File: config.mk
export PLATFORM = sky130hd
export DESIGN_NAME = imu_bias_calibrate_correct_unit_flat
export DESIGN_NICKNAME = d
export VERILOG_FILES = /design/src/hdl/ibcc_pkg.sv /design/src/hdl/ibcc_if.sv /design/src/hdl/ibcc_regs.sv /design/src/hdl/ibcc_sdiv.sv /design/src/hdl/imu_bias_calibrate_correct_unit.sv /design/src/flat_wrapper.sv
export SDC_FILE = /design/constraint.sdc
export NUM_CORES = 2
export LEC_CHECK = 0
export ABC_AREA = 1
export BUFFER_PORTS_ARGS = -buffer_cell sky130_fd_sc_hd__buf_2
export CORE_MARGIN = 2
export CORE_UTILIZATION = 55
export DETAILED_ROUTE_END_ITERATION = 8
export HOLD_SLACK_MARGIN = 0.1
export PLACE_DENSITY_LB_ADDON = 0.08
export SLEW_MARGIN = 20
export SYNTH_ARGS = -nofsm -noshare
export SYNTH_HDL_FRONTEND = slang
export SYNTH_SLANG_ARGS = --single-unit
File: constraint.sdc
create_clock -name clk_i -period 7.9 [get_ports clk_i]
set_clock_uncertainty 0.05 [all_clocks]
set_input_delay 0.395 -clock clk_i [delete_from_list [all_inputs] [get_ports clk_i]]
set_output_delay 0.395 -clock clk_i [all_outputs]
set_load 0.01 [all_outputs]
File: src/hdl/ibcc_pkg.sv
// ibcc_pkg: shared types, codes and constants of the IMU bias calibrate and correct block.
// No dependencies; every other file of the block imports it.
`default_nettype none

package ibcc_pkg;

  localparam int RAW_W    = 16;  // raw sensor words
  localparam int ACC_G_W  = 18;  // accel result and stored offsets
  localparam int GYR_W    = 19;  // gyro result
  localparam int TMP_W    = 15;  // temperature result
  localparam int CAL_W    = 16;  // calib_samples register
  localparam int MAG_W    = 18;  // magnitude of a gyro difference or of 5*temp_raw
  localparam int STEP_W   = 6;   // divider step counter
  localparam int APB_AW   = 3;
  localparam int APB_DW   = 32;
  localparam int NUM_AXES = 6;
  localparam int NUM_ACC  = 3;

  typedef logic [1:0]                kind_t;
  typedef logic [1:0]                status_t;
  typedef logic signed [RAW_W-1:0]   raw_t;
  typedef logic signed [ACC_G_W-1:0] accel_t;
  typedef logic signed [GYR_W-1:0]   gyro_t;
  typedef logic signed [TMP_W-1:0]   temp_t;
  typedef logic [CAL_W-1:0]          cal_t;

  // input kinds
  localparam kind_t KIND_CALIB = 2'd0;
  localparam kind_t KIND_MEAS  = 2'd1;
  localparam kind_t KIND_TEMP  = 2'd2;

  // result status codes
  localparam status_t ST_CAL_TAKEN = 2'd0;
  localparam status_t ST_CAL_DONE  = 2'd1;
  localparam status_t ST_MEAS      = 2'd2;
  localparam status_t ST_TEMP      = 2'd3;

  // register map (word index)
  localparam logic REG_CALIB = 1'b0;
  localparam cal_t CALIB_RST = 16'd64;

  localparam int ONE_G         = 16384;
  localparam int GYRO_DIVISOR  = 131;  // x*256/131
  localparam int TEMP_DIVISOR  = 17;   // x*100/340 == x*5/17
  localparam int TEMP_OFFSET   = 3653;
  localparam int GYRO_STEPS    = 26;   // |d|*256 < 2**26
  localparam int TEMP_STEPS    = 18;   // |5*t| < 2**18

  localparam accel_t ACCEL_MAX = 18'sh1FFFF;
  localparam accel_t ACCEL_MIN = 18'sh20000;
  localparam gyro_t  GYRO_MAX  = 19'sh3FFFF;
  localparam gyro_t  GYRO_MIN  = 19'sh40000;

  // request to the bit-serial divider
  typedef struct packed {
    logic              start;
    logic              neg;
    cal_t              divisor;
    logic [STEP_W-1:0] steps;
  } div_req_t;

endpackage

`default_nettype wire

File: src/hdl/ibcc_if.sv
// ibcc_in_if / ibcc_out_if: valid-ready channels carrying input and result items.
// Depends on ibcc_pkg for the field types.
`default_nettype none

interface ibcc_in_if;
  import ibcc_pkg::*;
  logic  valid;
  logic  ready;
  kind_t kind;
  raw_t  accel_x;
  raw_t  accel_y;
  raw_t  accel_z;
  raw_t  gyro_x;
  raw_t  gyro_y;
  raw_t  gyro_z;
  raw_t  temp_raw;

  modport source (output valid, kind, accel_x, accel_y, accel_z, gyro_x, gyro_y, gyro_z,
                  temp_raw, input ready);
  modport sink   (input valid, kind, accel_x, accel_y, accel_z, gyro_x, gyro_y, gyro_z,
                  temp_raw, output ready);
endinterface

interface ibcc_out_if;
  import ibcc_pkg::*;
  logic    valid;
  logic    ready;
  status_t status;
  accel_t  accel_x_g;
  accel_t  accel_y_g;
  accel_t  accel_z_g;
  gyro_t   gyro_x_dps;
  gyro_t   gyro_y_dps;
  gyro_t   gyro_z_dps;
  temp_t   temp_centi;

  modport source (output valid, status, accel_x_g, accel_y_g, accel_z_g, gyro_x_dps,
                  gyro_y_dps, gyro_z_dps, temp_centi, input ready);
  modport sink   (input valid, status, accel_x_g, accel_y_g, accel_z_g, gyro_x_dps,
                  gyro_y_dps, gyro_z_dps, temp_centi, output ready);
endinterface

`default_nettype wire

File: src/hdl/ibcc_regs.sv
// ibcc_regs: APB-style register file holding calib_samples.
// Depends on ibcc_pkg.
`default_nettype none

module ibcc_regs (
  input  logic                         clk_i,
  input  logic                         rst_ni,
  input  logic                         psel,
  input  logic                         penable,
  input  logic                         pwrite,
  input  logic [ibcc_pkg::APB_AW-1:0]  paddr,
  input  logic [ibcc_pkg::APB_DW-1:0]  pwdata,
  output logic [ibcc_pkg::APB_DW-1:0]  prdata,
  output logic                         pready,
  output ibcc_pkg::cal_t               calib_o
);
  import ibcc_pkg::*;

  cal_t calib_q;
  logic reg_idx;
  logic wr_en;

  assign reg_idx = paddr[APB_AW-1];
  assign wr_en   = psel && penable && pwrite;
  assign pready  = 1'b1;

  always_ff @(posedge clk_i or negedge rst_ni) begin
    if (!rst_ni) begin
      calib_q <= CALIB_RST;
    end else if (wr_en && (reg_idx == REG_CALIB)) begin
      calib_q <= pwdata[CAL_W-1:0];
    end
  end

  assign prdata  = (reg_idx == REG_CALIB) ? APB_DW'(calib_q) : '0;
  assign calib_o = calib_q;

endmodule

`default_nettype wire

File: src/hdl/ibcc_sdiv.sv
// ibcc_sdiv: bit-serial restoring divider, one quotient bit per cycle, sign applied at the end.
// Dividend arrives as a left-aligned magnitude; depends on ibcc_pkg for the request struct.
`default_nettype none

module ibcc_sdiv #(
  parameter int DW = 32
) (
  input  logic               clk_i,
  input  logic               rst_ni,
  input  ibcc_pkg::div_req_t req_i,
  input  logic [DW-1:0]      dividend_i,
  output logic               done_o,
  output logic [DW-1:0]      quot_o
);
  import ibcc_pkg::*;

  logic [STEP_W-1:0] cnt_q;
  logic              done_q;
  logic [DW-1:0]     x_q, x_d;     // dividend bits out at the top, quotient bits in at the bottom
  cal_t              r_q, r_d;     // partial remainder, always below the divisor
  cal_t              dvs_q;
  logic              neg_q;
  logic [CAL_W:0]    rem;
  logic [CAL_W:0]    rem_sub;
  logic              ge;

  assign rem     = {r_q, x_q[DW-1]};
  assign rem_sub = rem - {1'b0, dvs_q};
  assign ge      = rem >= {1'b0, dvs_q};
  assign r_d     = ge ? rem_sub[CAL_W-1:0] : rem[CAL_W-1:0];
  assign x_d     = {x_q[DW-2:0], ge};

  always_ff @(posedge clk_i or negedge rst_ni) begin
    if (!rst_ni) begin
      cnt_q  <= '0;
      done_q <= 1'b0;
    end else begin
      done_q <= (cnt_q == STEP_W'(1)) && !req_i.start;
      if (req_i.start) begin
        cnt_q <= req_i.steps;
      end else if (cnt_q != '0) begin
        cnt_q <= cnt_q - STEP_W'(1);
      end
    end
  end

  always_ff @(posedge clk_i) begin
    if (req_i.start) begin
      x_q   <= dividend_i;
      r_q   <= '0;
      dvs_q <= req_i.divisor;
      neg_q <= req_i.neg;
    end else if (cnt_q != '0) begin
      x_q <= x_d;
      r_q <= r_d;
    end
  end

  assign done_o = done_q;
  assign quot_o = neg_q ? (~x_q + DW'(1)) : x_q;

endmodule

`default_nettype wire

File: src/hdl/imu_bias_calibrate_correct_unit.sv
// IMU bias calibrate and correct: one item at a time, result held in an output register.
// A calibration item only adds into the sums; the closing one also divides each axis sum in
// the bit-serial divider, a measurement divides its gyro axes and a temperature item once.
// A new item is taken in the cycle after its result is registered, even if that result is not yet taken.
// Async active-low reset: sums, count and offsets to zero, calib_samples to 64, outputs idle.
`default_nettype none

module imu_bias_calibrate_correct_unit #(
  parameter int ACCUM_WIDTH = 32
) (
  input  logic                         clk_i,
  input  logic                         rst_ni,
  input  logic                         psel,
  input  logic                         penable,
  input  logic                         pwrite,
  input  logic [ibcc_pkg::APB_AW-1:0]  paddr,
  input  logic [ibcc_pkg::APB_DW-1:0]  pwdata,
  output logic [ibcc_pkg::APB_DW-1:0]  prdata,
  output logic                         pready,
  ibcc_in_if.sink                      in_i,
  ibcc_out_if.source                   out_o
);
  import ibcc_pkg::*;

  // divider width: wide enough for a sum and for a scaled gyro difference
  localparam int DW   = (ACCUM_WIDTH > GYRO_STEPS) ? ACCUM_WIDTH : GYRO_STEPS;
  localparam int AX_W = 3;
  localparam logic [AX_W-1:0] AX_LAST  = AX_W'(NUM_AXES - 1);
  localparam logic [AX_W-1:0] AX_GYRO0 = AX_W'(NUM_ACC);
  localparam logic [AX_W-1:0] AX_AZ    = AX_W'(2);

  typedef enum logic [4:0] {
    S_IDLE   = 5'b00001,
    S_ACC    = 5'b00010,  // add one axis per cycle into its sum
    S_DSTART = 5'b00100,  // launch a divide, or finish an accel axis directly
    S_DWAIT  = 5'b01000,  // wait for the divider, then store its result
    S_EMIT   = 5'b10000   // move the result into the output register
  } state_e;

  state_e               state_q;
  logic [AX_W-1:0]      ax_q;
  cal_t                 cnt_q;
  logic [ACCUM_WIDTH-1:0] sum_q [NUM_AXES];
  accel_t               off_q [NUM_AXES];

  // captured item
  kind_t                kind_q;
  raw_t                 raw_q [NUM_AXES];
  raw_t                 temp_q;

  // result being built
  status_t              status_q;
  accel_t               acc_res_q [NUM_ACC];
  gyro_t                gyr_res_q [NUM_ACC];
  temp_t                tmp_res_q;

  // output register
  logic                 out_valid_q;
  status_t              out_status_q;
  accel_t               out_acc_q [NUM_ACC];
  gyro_t                out_gyr_q [NUM_ACC];
  temp_t                out_tmp_q;

  cal_t                 calib;
  cal_t                 target;
  logic                 in_fire;
  logic                 emit_go;

  // ---------------------------------------------------------------- config
  ibcc_regs u_regs (
    .clk_i   (clk_i),
    .rst_ni  (rst_ni),
    .psel    (psel),
    .penable (penable),
    .pwrite  (pwrite),
    .paddr   (paddr),
    .pwdata  (pwdata),
    .prdata  (prdata),
    .pready  (pready),
    .calib_o (calib)
  );

  // a count of zero behaves as one
  assign target = (calib == '0) ? CAL_W'(1) : calib;

  // ---------------------------------------------------------------- handshakes
  assign in_i.ready = (state_q == S_IDLE);
  assign in_fire    = in_i.valid && (state_q == S_IDLE);
  assign emit_go    = (state_q == S_EMIT) && (!out_valid_q || out_o.ready);

  // ---------------------------------------------------------------- per-axis datapath
  raw_t                   raw_sel;
  accel_t                 off_sel;
  logic [ACCUM_WIDTH-1:0] sum_sel;
  logic [ACCUM_WIDTH-1:0] sum_add;
  cal_t                   cnt_inc;
  logic                   cal_fin;
  logic                   sum_neg;
  logic [ACCUM_WIDTH-1:0] sum_mag;
  logic signed [GYR_W-1:0] diff_w;   // raw - offset, needs one bit over the offset
  logic [GYR_W-1:0]       diff_ng;
  logic [MAG_W-1:0]       diff_mag;
  accel_t                 acc_sat;
  logic signed [GYR_W-1:0] t5;       // 5*temp_raw
  logic [GYR_W-1:0]       t5_ng;
  logic [MAG_W-1:0]       t5_mag;
  logic                   acc_axis;
  logic [1:0]             gidx;

  assign raw_sel = raw_q[ax_q];
  assign off_sel = off_q[ax_q];
  assign sum_sel = sum_q[ax_q];
  assign sum_add = sum_sel + {{(ACCUM_WIDTH-RAW_W){raw_sel[RAW_W-1]}}, raw_sel};

  // count wraps at 16 bits; a wrap also closes the run
  assign cnt_inc = cnt_q + CAL_W'(1);
  assign cal_fin = (cnt_inc >= target) || (cnt_inc == '0);

  assign sum_neg = sum_sel[ACCUM_WIDTH-1];
  assign sum_mag = sum_neg ? (~sum_sel + ACCUM_WIDTH'(1)) : sum_sel;

  assign diff_w   = {{(GYR_W-RAW_W){raw_sel[RAW_W-1]}}, raw_sel} - {off_sel[ACC_G_W-1], off_sel};
  assign diff_ng  = ~diff_w + GYR_W'(1);
  assign diff_mag = diff_w[GYR_W-1] ? diff_ng[MAG_W-1:0] : diff_w[MAG_W-1:0];
  assign acc_sat  = (diff_w[GYR_W-1] != diff_w[GYR_W-2]) ?
                    (diff_w[GYR_W-1] ? ACCEL_MIN : ACCEL_MAX) : diff_w[ACC_G_W-1:0];

  assign t5     = {{(GYR_W-RAW_W-2){temp_q[RAW_W-1]}}, temp_q, 2'b00}
                + {{(GYR_W-RAW_W){temp_q[RAW_W-1]}}, temp_q};
  assign t5_ng  = ~t5 + GYR_W'(1);
  assign t5_mag = t5[GYR_W-1] ? t5_ng[MAG_W-1:0] : t5[MAG_W-1:0];

  assign acc_axis = (kind_q == KIND_MEAS) && (ax_q < AX_GYRO0);
  assign gidx     = 2'(ax_q - AX_GYRO0);

  // ---------------------------------------------------------------- divider
  div_req_t      div_req;
  logic [DW-1:0] div_dividend;
  logic          div_done;
  logic [DW-1:0] quot;

  // magnitudes are placed at the top of the dividend; the step count sets how many
  // bits come in, trailing zeros giving the x256 scaling of the gyro path
  always_comb begin
    div_req       = '0;
    div_dividend  = '0;
    div_req.start = (state_q == S_DSTART) && !acc_axis;
    case (kind_q)
      KIND_CALIB: begin
        div_dividend    = DW'(sum_mag) << (DW - ACCUM_WIDTH);
        div_req.neg     = sum_neg;
        div_req.divisor = target;
        div_req.steps   = STEP_W'(ACCUM_WIDTH);
      end
      KIND_MEAS: begin
        div_dividend    = DW'(diff_mag) << (DW - MAG_W);
        div_req.neg     = diff_w[GYR_W-1];
        div_req.divisor = CAL_W'(GYRO_DIVISOR);
        div_req.steps   = STEP_W'(GYRO_STEPS);
      end
      KIND_TEMP: begin
        div_dividend    = DW'(t5_mag) << (DW - MAG_W);
        div_req.neg     = t5[GYR_W-1];
        div_req.divisor = CAL_W'(TEMP_DIVISOR);
        div_req.steps   = STEP_W'(TEMP_STEPS);
      end
      default: begin
        div_req.start = 1'b0;
      end
    endcase
  end

  ibcc_sdiv #(.DW(DW)) u_sdiv (
    .clk_i      (clk_i),
    .rst_ni     (rst_ni),
    .req_i      (div_req),
    .dividend_i (div_dividend),
    .done_o     (div_done),
    .quot_o     (quot)
  );

  // quotient post-processing
  logic [DW:0]  off_wide;  // average, less 1 g on accel Z
  accel_t       off_sat;
  gyro_t        gyr_sat;
  logic         off_ovf;
  logic         gyr_ovf;

  assign off_wide = {quot[DW-1], quot} - ((ax_q == AX_AZ) ? (DW+1)'(ONE_G) : '0);
  assign off_ovf  = !((&off_wide[DW:ACC_G_W-1]) || !(|off_wide[DW:ACC_G_W-1]));
  assign off_sat  = off_ovf ? (off_wide[DW] ? ACCEL_MIN : ACCEL_MAX) : off_wide[ACC_G_W-1:0];
  assign gyr_ovf  = !((&quot[DW-1:GYR_W-1]) || !(|quot[DW-1:GYR_W-1]));
  assign gyr_sat  = gyr_ovf ? (quot[DW-1] ? GYRO_MIN : GYRO_MAX) : quot[GYR_W-1:0];

  // ---------------------------------------------------------------- control and state
  always_ff @(posedge clk_i or negedge rst_ni) begin
    if (!rst_ni) begin
      state_q     <= S_IDLE;
      ax_q        <= '0;
      cnt_q       <= '0;
      out_valid_q <= 1'b0;
      for (int i = 0; i < NUM_AXES; i++) begin
        sum_q[i] <= '0;
        off_q[i] <= '0;
      end
    end else begin
      if (emit_go) begin
        out_valid_q <= 1'b1;
      end else if (out_o.ready) begin
        out_valid_q <= 1'b0;
      end

      case (state_q)
        S_IDLE: begin
          ax_q <= '0;
          if (in_fire) begin
            case (in_i.kind)
              KIND_CALIB: state_q <= S_ACC;
              KIND_MEAS:  state_q <= S_DSTART;
              KIND_TEMP:  state_q <= S_DSTART;
              default:    state_q <= S_IDLE;  // unknown kind: dropped
            endcase
          end
        end
        S_ACC: begin
          sum_q[ax_q] <= sum_add;
          if (ax_q == AX_LAST) begin
            ax_q <= '0;
            if (cal_fin) begin
              cnt_q   <= '0;
              state_q <= S_DSTART;
            end else begin
              cnt_q   <= cnt_inc;
              state_q <= S_EMIT;
            end
          end else begin
            ax_q <= ax_q + AX_W'(1);
          end
        end
        S_DSTART: begin
          if (acc_axis) begin
            ax_q <= ax_q + AX_W'(1);
          end else begin
            state_q <= S_DWAIT;
          end
        end
        S_DWAIT: begin
          if (div_done) begin
            if (kind_q == KIND_CALIB) begin
              off_q[ax_q] <= off_sat;
              sum_q[ax_q] <= '0;
            end
            if ((kind_q == KIND_TEMP) || (ax_q == AX_LAST)) begin
              state_q <= S_EMIT;
            end else begin
              ax_q    <= ax_q + AX_W'(1);
              state_q <= S_DSTART;
            end
          end
        end
        S_EMIT: begin
          if (emit_go) begin
            state_q <= S_IDLE;
          end
        end
        default: begin
          state_q <= S_IDLE;
        end
      endcase
    end
  end

  // ---------------------------------------------------------------- item and result payload
  always_ff @(posedge clk_i) begin
    if (in_fire) begin
      kind_q     <= in_i.kind;
      raw_q[0]   <= in_i.accel_x;
      raw_q[1]   <= in_i.accel_y;
      raw_q[2]   <= in_i.accel_z;
      raw_q[3]   <= in_i.gyro_x;
      raw_q[4]   <= in_i.gyro_y;
      raw_q[5]   <= in_i.gyro_z;
      temp_q     <= in_i.temp_raw;
      tmp_res_q  <= '0;
      for (int i = 0; i < NUM_ACC; i++) begin
        acc_res_q[i] <= '0;
        gyr_res_q[i] <= '0;
      end
      case (in_i.kind)
        KIND_CALIB: status_q <= ST_CAL_TAKEN;
        KIND_MEAS:  status_q <= ST_MEAS;
        default:    status_q <= ST_TEMP;
      endcase
    end

    if ((state_q == S_DSTART) && acc_axis) begin
      acc_res_q[ax_q[1:0]] <= acc_sat;
    end

    if ((state_q == S_DWAIT) && div_done) begin
      case (kind_q)
        KIND_CALIB: begin
          if (ax_q == AX_LAST) begin
            status_q <= ST_CAL_DONE;
          end
        end
        KIND_MEAS: begin
          gyr_res_q[gidx] <= gyr_sat;
        end
        KIND_TEMP: begin
          tmp_res_q <= quot[TMP_W-1:0] + TMP_W'(TEMP_OFFSET);
        end
        default: begin
          tmp_res_q <= tmp_res_q;
        end
      endcase
    end

    if (emit_go) begin
      out_status_q <= status_q;
      out_tmp_q    <= tmp_res_q;
      for (int i = 0; i < NUM_ACC; i++) begin
        out_acc_q[i] <= acc_res_q[i];
        out_gyr_q[i] <= gyr_res_q[i];
      end
    end
  end

  assign out_o.valid      = out_valid_q;
  assign out_o.status     = out_status_q;
  assign out_o.accel_x_g  = out_acc_q[0];
  assign out_o.accel_y_g  = out_acc_q[1];
  assign out_o.accel_z_g  = out_acc_q[2];
  assign out_o.gyro_x_dps = out_gyr_q[0];
  assign out_o.gyro_y_dps = out_gyr_q[1];
  assign out_o.gyro_z_dps = out_gyr_q[2];
  assign out_o.temp_centi = out_tmp_q;

endmodule

`default_nettype wire
File: src/flat_wrapper.sv
// flat-port wrapper written by rule: the top's interface ports become plain ports
module imu_bias_calibrate_correct_unit_flat import ibcc_pkg::*;
#(
  parameter int ACCUM_WIDTH = 32
)
  (clk_i, rst_ni, psel, penable, pwrite, paddr, pwdata, prdata, pready, in_i_valid, in_i_kind, in_i_accel_x, in_i_accel_y, in_i_accel_z, in_i_gyro_x, in_i_gyro_y, in_i_gyro_z, in_i_temp_raw, in_i_ready, out_o_valid, out_o_status, out_o_accel_x_g, out_o_accel_y_g, out_o_accel_z_g, out_o_gyro_x_dps, out_o_gyro_y_dps, out_o_gyro_z_dps, out_o_temp_centi, out_o_ready);
  ibcc_in_if in_i_i ();
  ibcc_out_if out_o_i ();
  input  logic clk_i;
  input  logic rst_ni;
  input  logic psel;
  input  logic penable;
  input  logic pwrite;
  input  logic [ibcc_pkg::APB_AW-1:0] paddr;
  input  logic [ibcc_pkg::APB_DW-1:0] pwdata;
  output logic [ibcc_pkg::APB_DW-1:0] prdata;
  output logic pready;
  input wire logic [$bits(in_i_i.valid)-1:0] in_i_valid;
  input wire logic [$bits(in_i_i.kind)-1:0] in_i_kind;
  input wire logic [$bits(in_i_i.accel_x)-1:0] in_i_accel_x;
  input wire logic [$bits(in_i_i.accel_y)-1:0] in_i_accel_y;
  input wire logic [$bits(in_i_i.accel_z)-1:0] in_i_accel_z;
  input wire logic [$bits(in_i_i.gyro_x)-1:0] in_i_gyro_x;
  input wire logic [$bits(in_i_i.gyro_y)-1:0] in_i_gyro_y;
  input wire logic [$bits(in_i_i.gyro_z)-1:0] in_i_gyro_z;
  input wire logic [$bits(in_i_i.temp_raw)-1:0] in_i_temp_raw;
  output wire logic [$bits(in_i_i.ready)-1:0] in_i_ready;
  output wire logic [$bits(out_o_i.valid)-1:0] out_o_valid;
  output wire logic [$bits(out_o_i.status)-1:0] out_o_status;
  output wire logic [$bits(out_o_i.accel_x_g)-1:0] out_o_accel_x_g;
  output wire logic [$bits(out_o_i.accel_y_g)-1:0] out_o_accel_y_g;
  output wire logic [$bits(out_o_i.accel_z_g)-1:0] out_o_accel_z_g;
  output wire logic [$bits(out_o_i.gyro_x_dps)-1:0] out_o_gyro_x_dps;
  output wire logic [$bits(out_o_i.gyro_y_dps)-1:0] out_o_gyro_y_dps;
  output wire logic [$bits(out_o_i.gyro_z_dps)-1:0] out_o_gyro_z_dps;
  output wire logic [$bits(out_o_i.temp_centi)-1:0] out_o_temp_centi;
  input wire logic [$bits(out_o_i.ready)-1:0] out_o_ready;
  assign in_i_i.valid = in_i_valid;
  assign in_i_i.kind = in_i_kind;
  assign in_i_i.accel_x = in_i_accel_x;
  assign in_i_i.accel_y = in_i_accel_y;
  assign in_i_i.accel_z = in_i_accel_z;
  assign in_i_i.gyro_x = in_i_gyro_x;
  assign in_i_i.gyro_y = in_i_gyro_y;
  assign in_i_i.gyro_z = in_i_gyro_z;
  assign in_i_i.temp_raw = in_i_temp_raw;
  assign in_i_ready = in_i_i.ready;
  assign out_o_valid = out_o_i.valid;
  assign out_o_status = out_o_i.status;
  assign out_o_accel_x_g = out_o_i.accel_x_g;
  assign out_o_accel_y_g = out_o_i.accel_y_g;
  assign out_o_accel_z_g = out_o_i.accel_z_g;
  assign out_o_gyro_x_dps = out_o_i.gyro_x_dps;
  assign out_o_gyro_y_dps = out_o_i.gyro_y_dps;
  assign out_o_gyro_z_dps = out_o_i.gyro_z_dps;
  assign out_o_temp_centi = out_o_i.temp_centi;
  assign out_o_i.ready = out_o_ready;
  imu_bias_calibrate_correct_unit #(.ACCUM_WIDTH(ACCUM_WIDTH)) u_core (.clk_i(clk_i), .rst_ni(rst_ni), .psel(psel), .penable(penable), .pwrite(pwrite), .paddr(paddr), .pwdata(pwdata), .prdata(prdata), .pready(pready), .in_i(in_i_i), .out_o(out_o_i));
endmodule
Word level (Yosys, flattened, before mapping). Memories as Yosys holds them, arrays and structs flattened. Cells that the tools add are included. W data, S select, Z words.

Bits in registers: 465. RAM bits: 318. Input port bits: 156. Output and inout bits: 163. Memories kept: 5.

Add/sub/neg operators: 14. $lt $le $gt $ge: 5. Equal/unequal tests: 22. Muxes and demuxes: 76. Bitwise operators: 8. Reductions and logical operators: 44.

Memory list: u_core.raw_q (depth 6, bits a word 16, rd ports 1, clocked after Yosys merged registers in 0, write ports 6, line imu_bias_calibrate_correct_unit.sv:48) `raw_t raw_q [NUM_AXES];`; u_core.gyr_res_q (depth 3, bits a word 19, rd ports 3, clocked after Yosys merged registers in 0, write ports 3, line imu_bias_calibrate_correct_unit.sv:54) `gyro_t gyr_res_q [NUM_ACC];`; u_core.out_gyr_q (depth 3, bits a word 19, rd ports 3, clocked after Yosys merged registers in 0, write ports 3, line imu_bias_calibrate_correct_unit.sv:61) `gyro_t out_gyr_q [NUM_ACC];`; u_core.acc_res_q (depth 3, bits a word 18, rd ports 3, clocked after Yosys merged registers in 0, write ports 3, line imu_bias_calibrate_correct_unit.sv:53) `accel_t acc_res_q [NUM_ACC];`; u_core.out_acc_q (depth 3, bits a word 18, rd ports 3, clocked after Yosys merged registers in 0, write ports 3, line imu_bias_calibrate_correct_unit.sv:60) `accel_t out_acc_q [NUM_ACC];`.

Operators with widths (number): $mux W192 (2); $pmux W192 S2 (1); $mux W32 (7); $and A192 B192 Y192 (1); $bwmux W192 (1); $not A192 Y192 (1); $mux W18 (10); $bwmux W108 (1); $bmux W32 S3 (1); $demux W32 S3 (1); $pmux W32 S3 (1); $pmux W23 S3 (1); $add A32 B1 Y32 const B (2); $mux W16 (4); $not A32 Y32 (2); $mux W19 (3); $bmux W18 S3 (1); $demux W18 S3 (1); $mux W15 (3); $add A18 B2 Y18 const B (2); $not A18 Y18 (2); $mux W5 (7); $sub A33 B33 Y33 (1); $add A32 B32 Y32 (1); other kinds (58) (112).

Logic depth before layout (Yosys ltp).
Word-level depth: 10. Mapped depth: 31.

By module. Synthesis repeated with hierarchy kept, for this count alone.

Cell total of the unflattened synthesis: 4991. Area, all modules: 41537.3 µm².

By module, submodules not included: imu_bias_calibrate_correct_unit (instances 1, cells each 4167, area each 35534.1 µm²); ibcc_sdiv (instances 1, cells each 699, area each 5063.6 µm²); ibcc_regs (instances 1, cells each 125, area each 939.7 µm²).

Worst setup path before layout. No wires, ideal clock.

Kind: reg-to-reg. From: reg u_core.state_q[0]. To: mem u_core.gyr_res_q[0][0] (netlist bit), enable pin. Library setup time: 0.376 ns. Data arrival time: 7.594 ns. Data required time: 7.474 ns. Setup slack: -0.119 ns. Cell stages (with the launch flop): 8. Buffers on the path: 1. Period minus slack after synthesis: 8.019 ns. Path through: dfstp_2 -> inv_1 -> nor4_1 -> inv_1 -> nor2_1 -> inv_1 -> clkbuf_1 -> nand2_1.

RTL lines: from (decl) (line imu_bias_calibrate_correct_unit.sv:40) `state_e state_q;`; from (signal assigned) (line imu_bias_calibrate_correct_unit.sv:198) `state_q <= S_IDLE;`; from (signal assigned) (line imu_bias_calibrate_correct_unit.sv:218) `KIND_CALIB: state_q <= S_ACC;`; from (signal assigned) (line imu_bias_calibrate_correct_unit.sv:219) `KIND_MEAS: state_q <= S_DSTART;`; to (decl) (line imu_bias_calibrate_correct_unit.sv:54).

Final worst setup path.
From: reg u_core.ax_q[2]. To: reg u_core.u_sdiv.x_q[24] (data pin).

Word-level cells in the longest chain between the ends: 10.

RTL lines: from (decl) (line imu_bias_calibrate_correct_unit.sv:41) `logic [AX_W-1:0] ax_q;`; from (signal assigned) (line imu_bias_calibrate_correct_unit.sv:237) `ax_q <= ax_q + AX_W'(1);`; from (signal assigned) (line imu_bias_calibrate_correct_unit.sv:242) `ax_q <= ax_q + AX_W'(1);`; from (signal assigned) (line imu_bias_calibrate_correct_unit.sv:256) `ax_q <= ax_q + AX_W'(1);`; $not A3 Y4 (implied by the code) (line imu_bias_calibrate_correct_unit.sv:111, imu_bias_calibrate_correct_unit.sv:112); $bmux W18 S3 (line imu_bias_calibrate_correct_unit.sv:111) `assign off_sel = off_q[ax_q];`; $mux W18 (implied by the code) (2 in series) (line imu_bias_calibrate_correct_unit.sv:111); $sub A16 B18 Y19 (line imu_bias_calibrate_correct_unit.sv:122) `assign diff_w = {{(GYR_W-RAW_W){raw_sel[RAW_W-1]}}, raw_sel} - {off_sel[ACC_G_W-1], off_sel};`; $not A18 Y18 (line imu_bias_calibrate_correct_unit.sv:123) `assign diff_ng = ~diff_w + GYR_W'(1);`; $add A18 B2 Y18 (line imu_bias_calibrate_correct_unit.sv:123); $mux W18 (line imu_bias_calibrate_correct_unit.sv:124) `assign diff_mag = diff_w[GYR_W-1] ? diff_ng[MAG_W-1:0] : diff_w[MAG_W-1:0];`; $pmux W32 S3 (line imu_bias_calibrate_correct_unit.sv:148) `case (kind_q)`; $mux W32 (*) (line ibcc_sdiv.sv:48) `if (req_i.start) begin`; to (signal assigned) (line ibcc_sdiv.sv:49) `x_q <= dividend_i;`; to (decl) (line ibcc_sdiv.sv:19) `logic [DW-1:0] x_q, x_d;`.

Mark *: on every way between the ends. The rest lies on a longest branch, timed or not. The select of a mux whose other input is x is not followed. A chain may end at the register's enable or synchronous reset.

==> flow_summary.ini <==
[status]
status = finished clean

[logic_synthesis]
yosys_warnings = 0
syn_area_per_cell_um2 = 8.93
syn_area_um2 = 39800
ys_seq_area_share_pct = 54.3
synth_cells = 4459
synth-async-reset-ratio_pct = 44.4
synth_ff_type = edfxtp_1
synthDistinctLibCells = 65
yosys_register_bits = 783
synth-edff-count = 417

[sta]
relSlewSlack_pct = 23.3
tightest_slew_ns = 1.14
finalCriticalPeriod_ns = 5.75
fmax_mhz = 174
hold_viol_final = 0
post-route-period-util_pct = 72.8
tns_ns = 0
setup_viol = 0
whs_ns = 0.214
layout_setup_ws_ns = 2.15
slew_viol_final = 0
rsz0062_at_grt = no

[power]
vdd_drop_max_uv = 266
p_leak_uw = 0.0208
p_per_area_nw_per_um2 = 414

[finish]
nets = 5139
mostFrequentLayoutCell = nand2_1
drive_gt1_share_pct = 12.7
synthToLayoutAreaGrowth_pct = 16.2
n_fill_cell = 5985
final_cell_mix = nand2_1, nor2_1, edfxtp_1

[clocking]
ctsResizeCount = 0
cts_made_buffers = 82
cts_root_buf = clkbuf_16
post_cts_buffers = 0
clkLatencyLatePin_ns = 0.66
htreeDepth = 3
cts_sinks = 783
clockBufferDepth = 3
hold_buffers = 132
path_clk_slew_ns = 0.07
cts_tree = done

[grt]
grt_pass1_vias = 32000
antenna_found_initial = 3
grt_overflow = 0
grt_usage_pct = 32.6
grt_pass1_wl_um = 187000
grt_max_degree = 162

[floorplanning]
die_x_um = 273
die_area_um2 = 74500
io_pins = 319
start_util_pct = 55.6
row_count = 98
core_um2 = 71600
die_h_um = 273

[routing]
wl_per_cell_um = 20.7
drt_first_iter_violations = 3688
vias = 33400
antenna_left = 0
drc_errors = 0
drtPass1Iterations = 8
via_per_inst = 5.69
drt_wl_total_um = 122000

[worst_setup_path]
worst-setup-path-type = flop to flop
crit_path_cell_trace = buf_4 -> inv_1 -> nand3_1 -> inv_1 -> buf_4 -> a22oi_1 -> o2111ai_1 -> ha_1 -> a21oi_1 -> nand2_1 -> a21oi_1 -> o21ai_0 -> xor2_1 -> nor2_1 -> nand3_1 -> nand2_1 -> o21ai_0 -> nand3_1 -> nand2_1 -> o21ai_1
cp.arrival_ns = 6.11
end_kind = flop
cp_slowest_cell = o21ai_0
max_stage_delay_ns = 0.56
critPathRequiredTime_ns = 8.26
cp_max_fo = 24
start_kind = flop

[placement]
preCtsSetupSlack_ns = 2.32
routabilityCongestion = 0.994
dp_hpwl_um = 83500
io_buffers = 283

[worst_hold_path]
hp-class = input port to flop

[flow_run]
max-cap-violations = 0
-- synth_stat cells (6+ instances only) --
| cell type | instances | share of area, % |
|---|---|---|
| nand2_1 | 1192 | 11 |
| nor2_1 | 429 | 4.0 |
| edfxtp_1 | 417 | 31 |
| inv_1 | 409 | 3.9 |
| dfrtp_1 | 346 | 22 |
| o21ai_0 | 281 | 3.5 |
| nand3_1 | 224 | 2.8 |
| a21oi_1 | 173 | 2.2 |
| o22ai_1 | 138 | 2.2 |
| ha_1 | 122 | 3.8 |
| clkbuf_1 | 95 | 0.90 |
| xor2_1 | 55 | 1.2 |
| nor3_1 | 53 | 0.67 |
| nand4_1 | 51 | 0.80 |
| buf_2 | 33 | 0.41 |
| nor2_2 | 26 | 0.41 |
| a22oi_1 | 25 | 0.47 |
| inv_2 | 25 | 0.24 |
| buf_4 | 23 | 0.43 |
| nand2_4 | 23 | 0.65 |
| xnor2_1 | 22 | 0.48 |
| nand2_2 | 20 | 0.31 |
| or2_2 | 20 | 0.31 |
| o211ai_1 | 19 | 0.36 |
| dfxtp_1 | 18 | 0.91 |
| o2111ai_1 | 18 | 0.40 |
| a221oi_1 | 15 | 0.33 |
| o21ai_1 | 15 | 0.19 |
| o31ai_1 | 15 | 0.28 |
| a31oi_1 | 13 | 0.20 |
| clkinv_1 | 12 | 0.11 |
| a21oi_2 | 10 | 0.22 |
| buf_1 | 10 | 0.094 |
| nor2_4 | 9 | 0.25 |
| nor4_1 | 9 | 0.14 |
| a21o_1 | 8 | 0.15 |
| nand3b_1 | 8 | 0.15 |
| o221ai_1 | 8 | 0.18 |
| o21a_1 | 7 | 0.13 |
| a22o_1 | 6 | 0.13 |
-- through the flow --
stage	instances	area, µm²	total power [µW]	util, %
after floorplan	4474	39900	12000	-
after global placement	5589	42200	14900	58.9
after detailed placement	5589	42200	15000	58.9
after CTS	5871	46200	19000	64.5
after global routing	5873	46200	20300	64.6
final	5875	46200	19200	64.6
-- sequential cells by signal, summed over array words and instances (netlist names), 2 cells and up --
name / flops
u_core.sum_q: 192
u_core.off_q: 108
u_core.raw_q: 96
u_core.gyr_res_q: 57
u_core.out_gyr_q: 57
u_core.acc_res_q: 54
u_core.out_acc_q: 54
u_core.u_sdiv.x_q: 32
u_core.cnt_q: 16
u_core.temp_q: 16
u_core.u_regs.calib_o: 16
u_core.u_sdiv.dvs_q: 16
u_core.u_sdiv.r_q: 16
u_core.out_o.temp_centi: 15
u_core.tmp_res_q: 15
u_core.u_sdiv.cnt_q: 6
u_core.state_q: 5
u_core.ax_q: 3
u_core.kind_q: 2
u_core.out_o.status: 2
u_core.status_q: 2
-- power by group --
group / internal (µW) / switching, µW
clock: 2220 / 1680
combinational: 2640 / 6810
sequential: 5390 / 429
total: 10200 / 8920
-- cells by family after synthesis --
kind of cell    count (synthesis)  synth area share, %
flops                         783                 54.3
buf+inv                       610                 6.17
fa+ha+maj                     126                 4.04
simple gates                 2084                 22.4
compound gates                777                 11.5
xor+xnor                       77                 1.69
other cells                     2               0.0189
-- cell type report --
class | instances | area [µm²] | area share (%)
Inverter | 446 | 1670 | 3.62
Timing Repair Buffer | 463 | 3180 | 6.88
Sequential cell | 783 | 21600 | 46.7
Tap cell | 950 | 1190 | 2.57
Antenna cell | 2 | 5.00 | 0.0108
Clock inverter | 42 | 467 | 1.01
Clock buffer | 108 | 2240 | 4.84
Multi-Input combinational cell | 3081 | 15900 | 34.4
-- worst paths after layout --
check,start,endpoint,slack [ns],cells past startpoint
max reg2reg,u_core.ax_q[2],u_core.u_sdiv.x_q[24],2.15,20
min reg2reg,u_core.acc_res_q[2][11],u_core.out_acc_q[0][47],0.37,0
min in group asynchronous,rst_ni,u_core.sum_q[101],0.32,2
min,out_o_ready,u_core.state_q[4],0.21,4
max,u_core.ax_q[2],u_core.u_sdiv.x_q[24],2.15,20
max in group asynchronous,rst_ni,u_core.u_regs.calib_o[10],5.97,3
-- critical path, delay by kind of cell, from the launching register on --
kind	cells	cell delay, ns
compound gates	7	2.00
buf+inv	4	1.10
simple gates	7	1.06
fa+ha+maj	1	0.48
xor+xnor	1	0.46
flops	1	0.32
-- routing by layer --
layer	routed length (µm)	global-route usage [%]	share of wire (%)
met5	0	0	0
met4	5340	14.5	4.4
met3	9670	4.58	8.0
met2	55400	51.3	46
met1	51200	45.4	42
No activity file was read; power rests on OpenSTA's default activity.
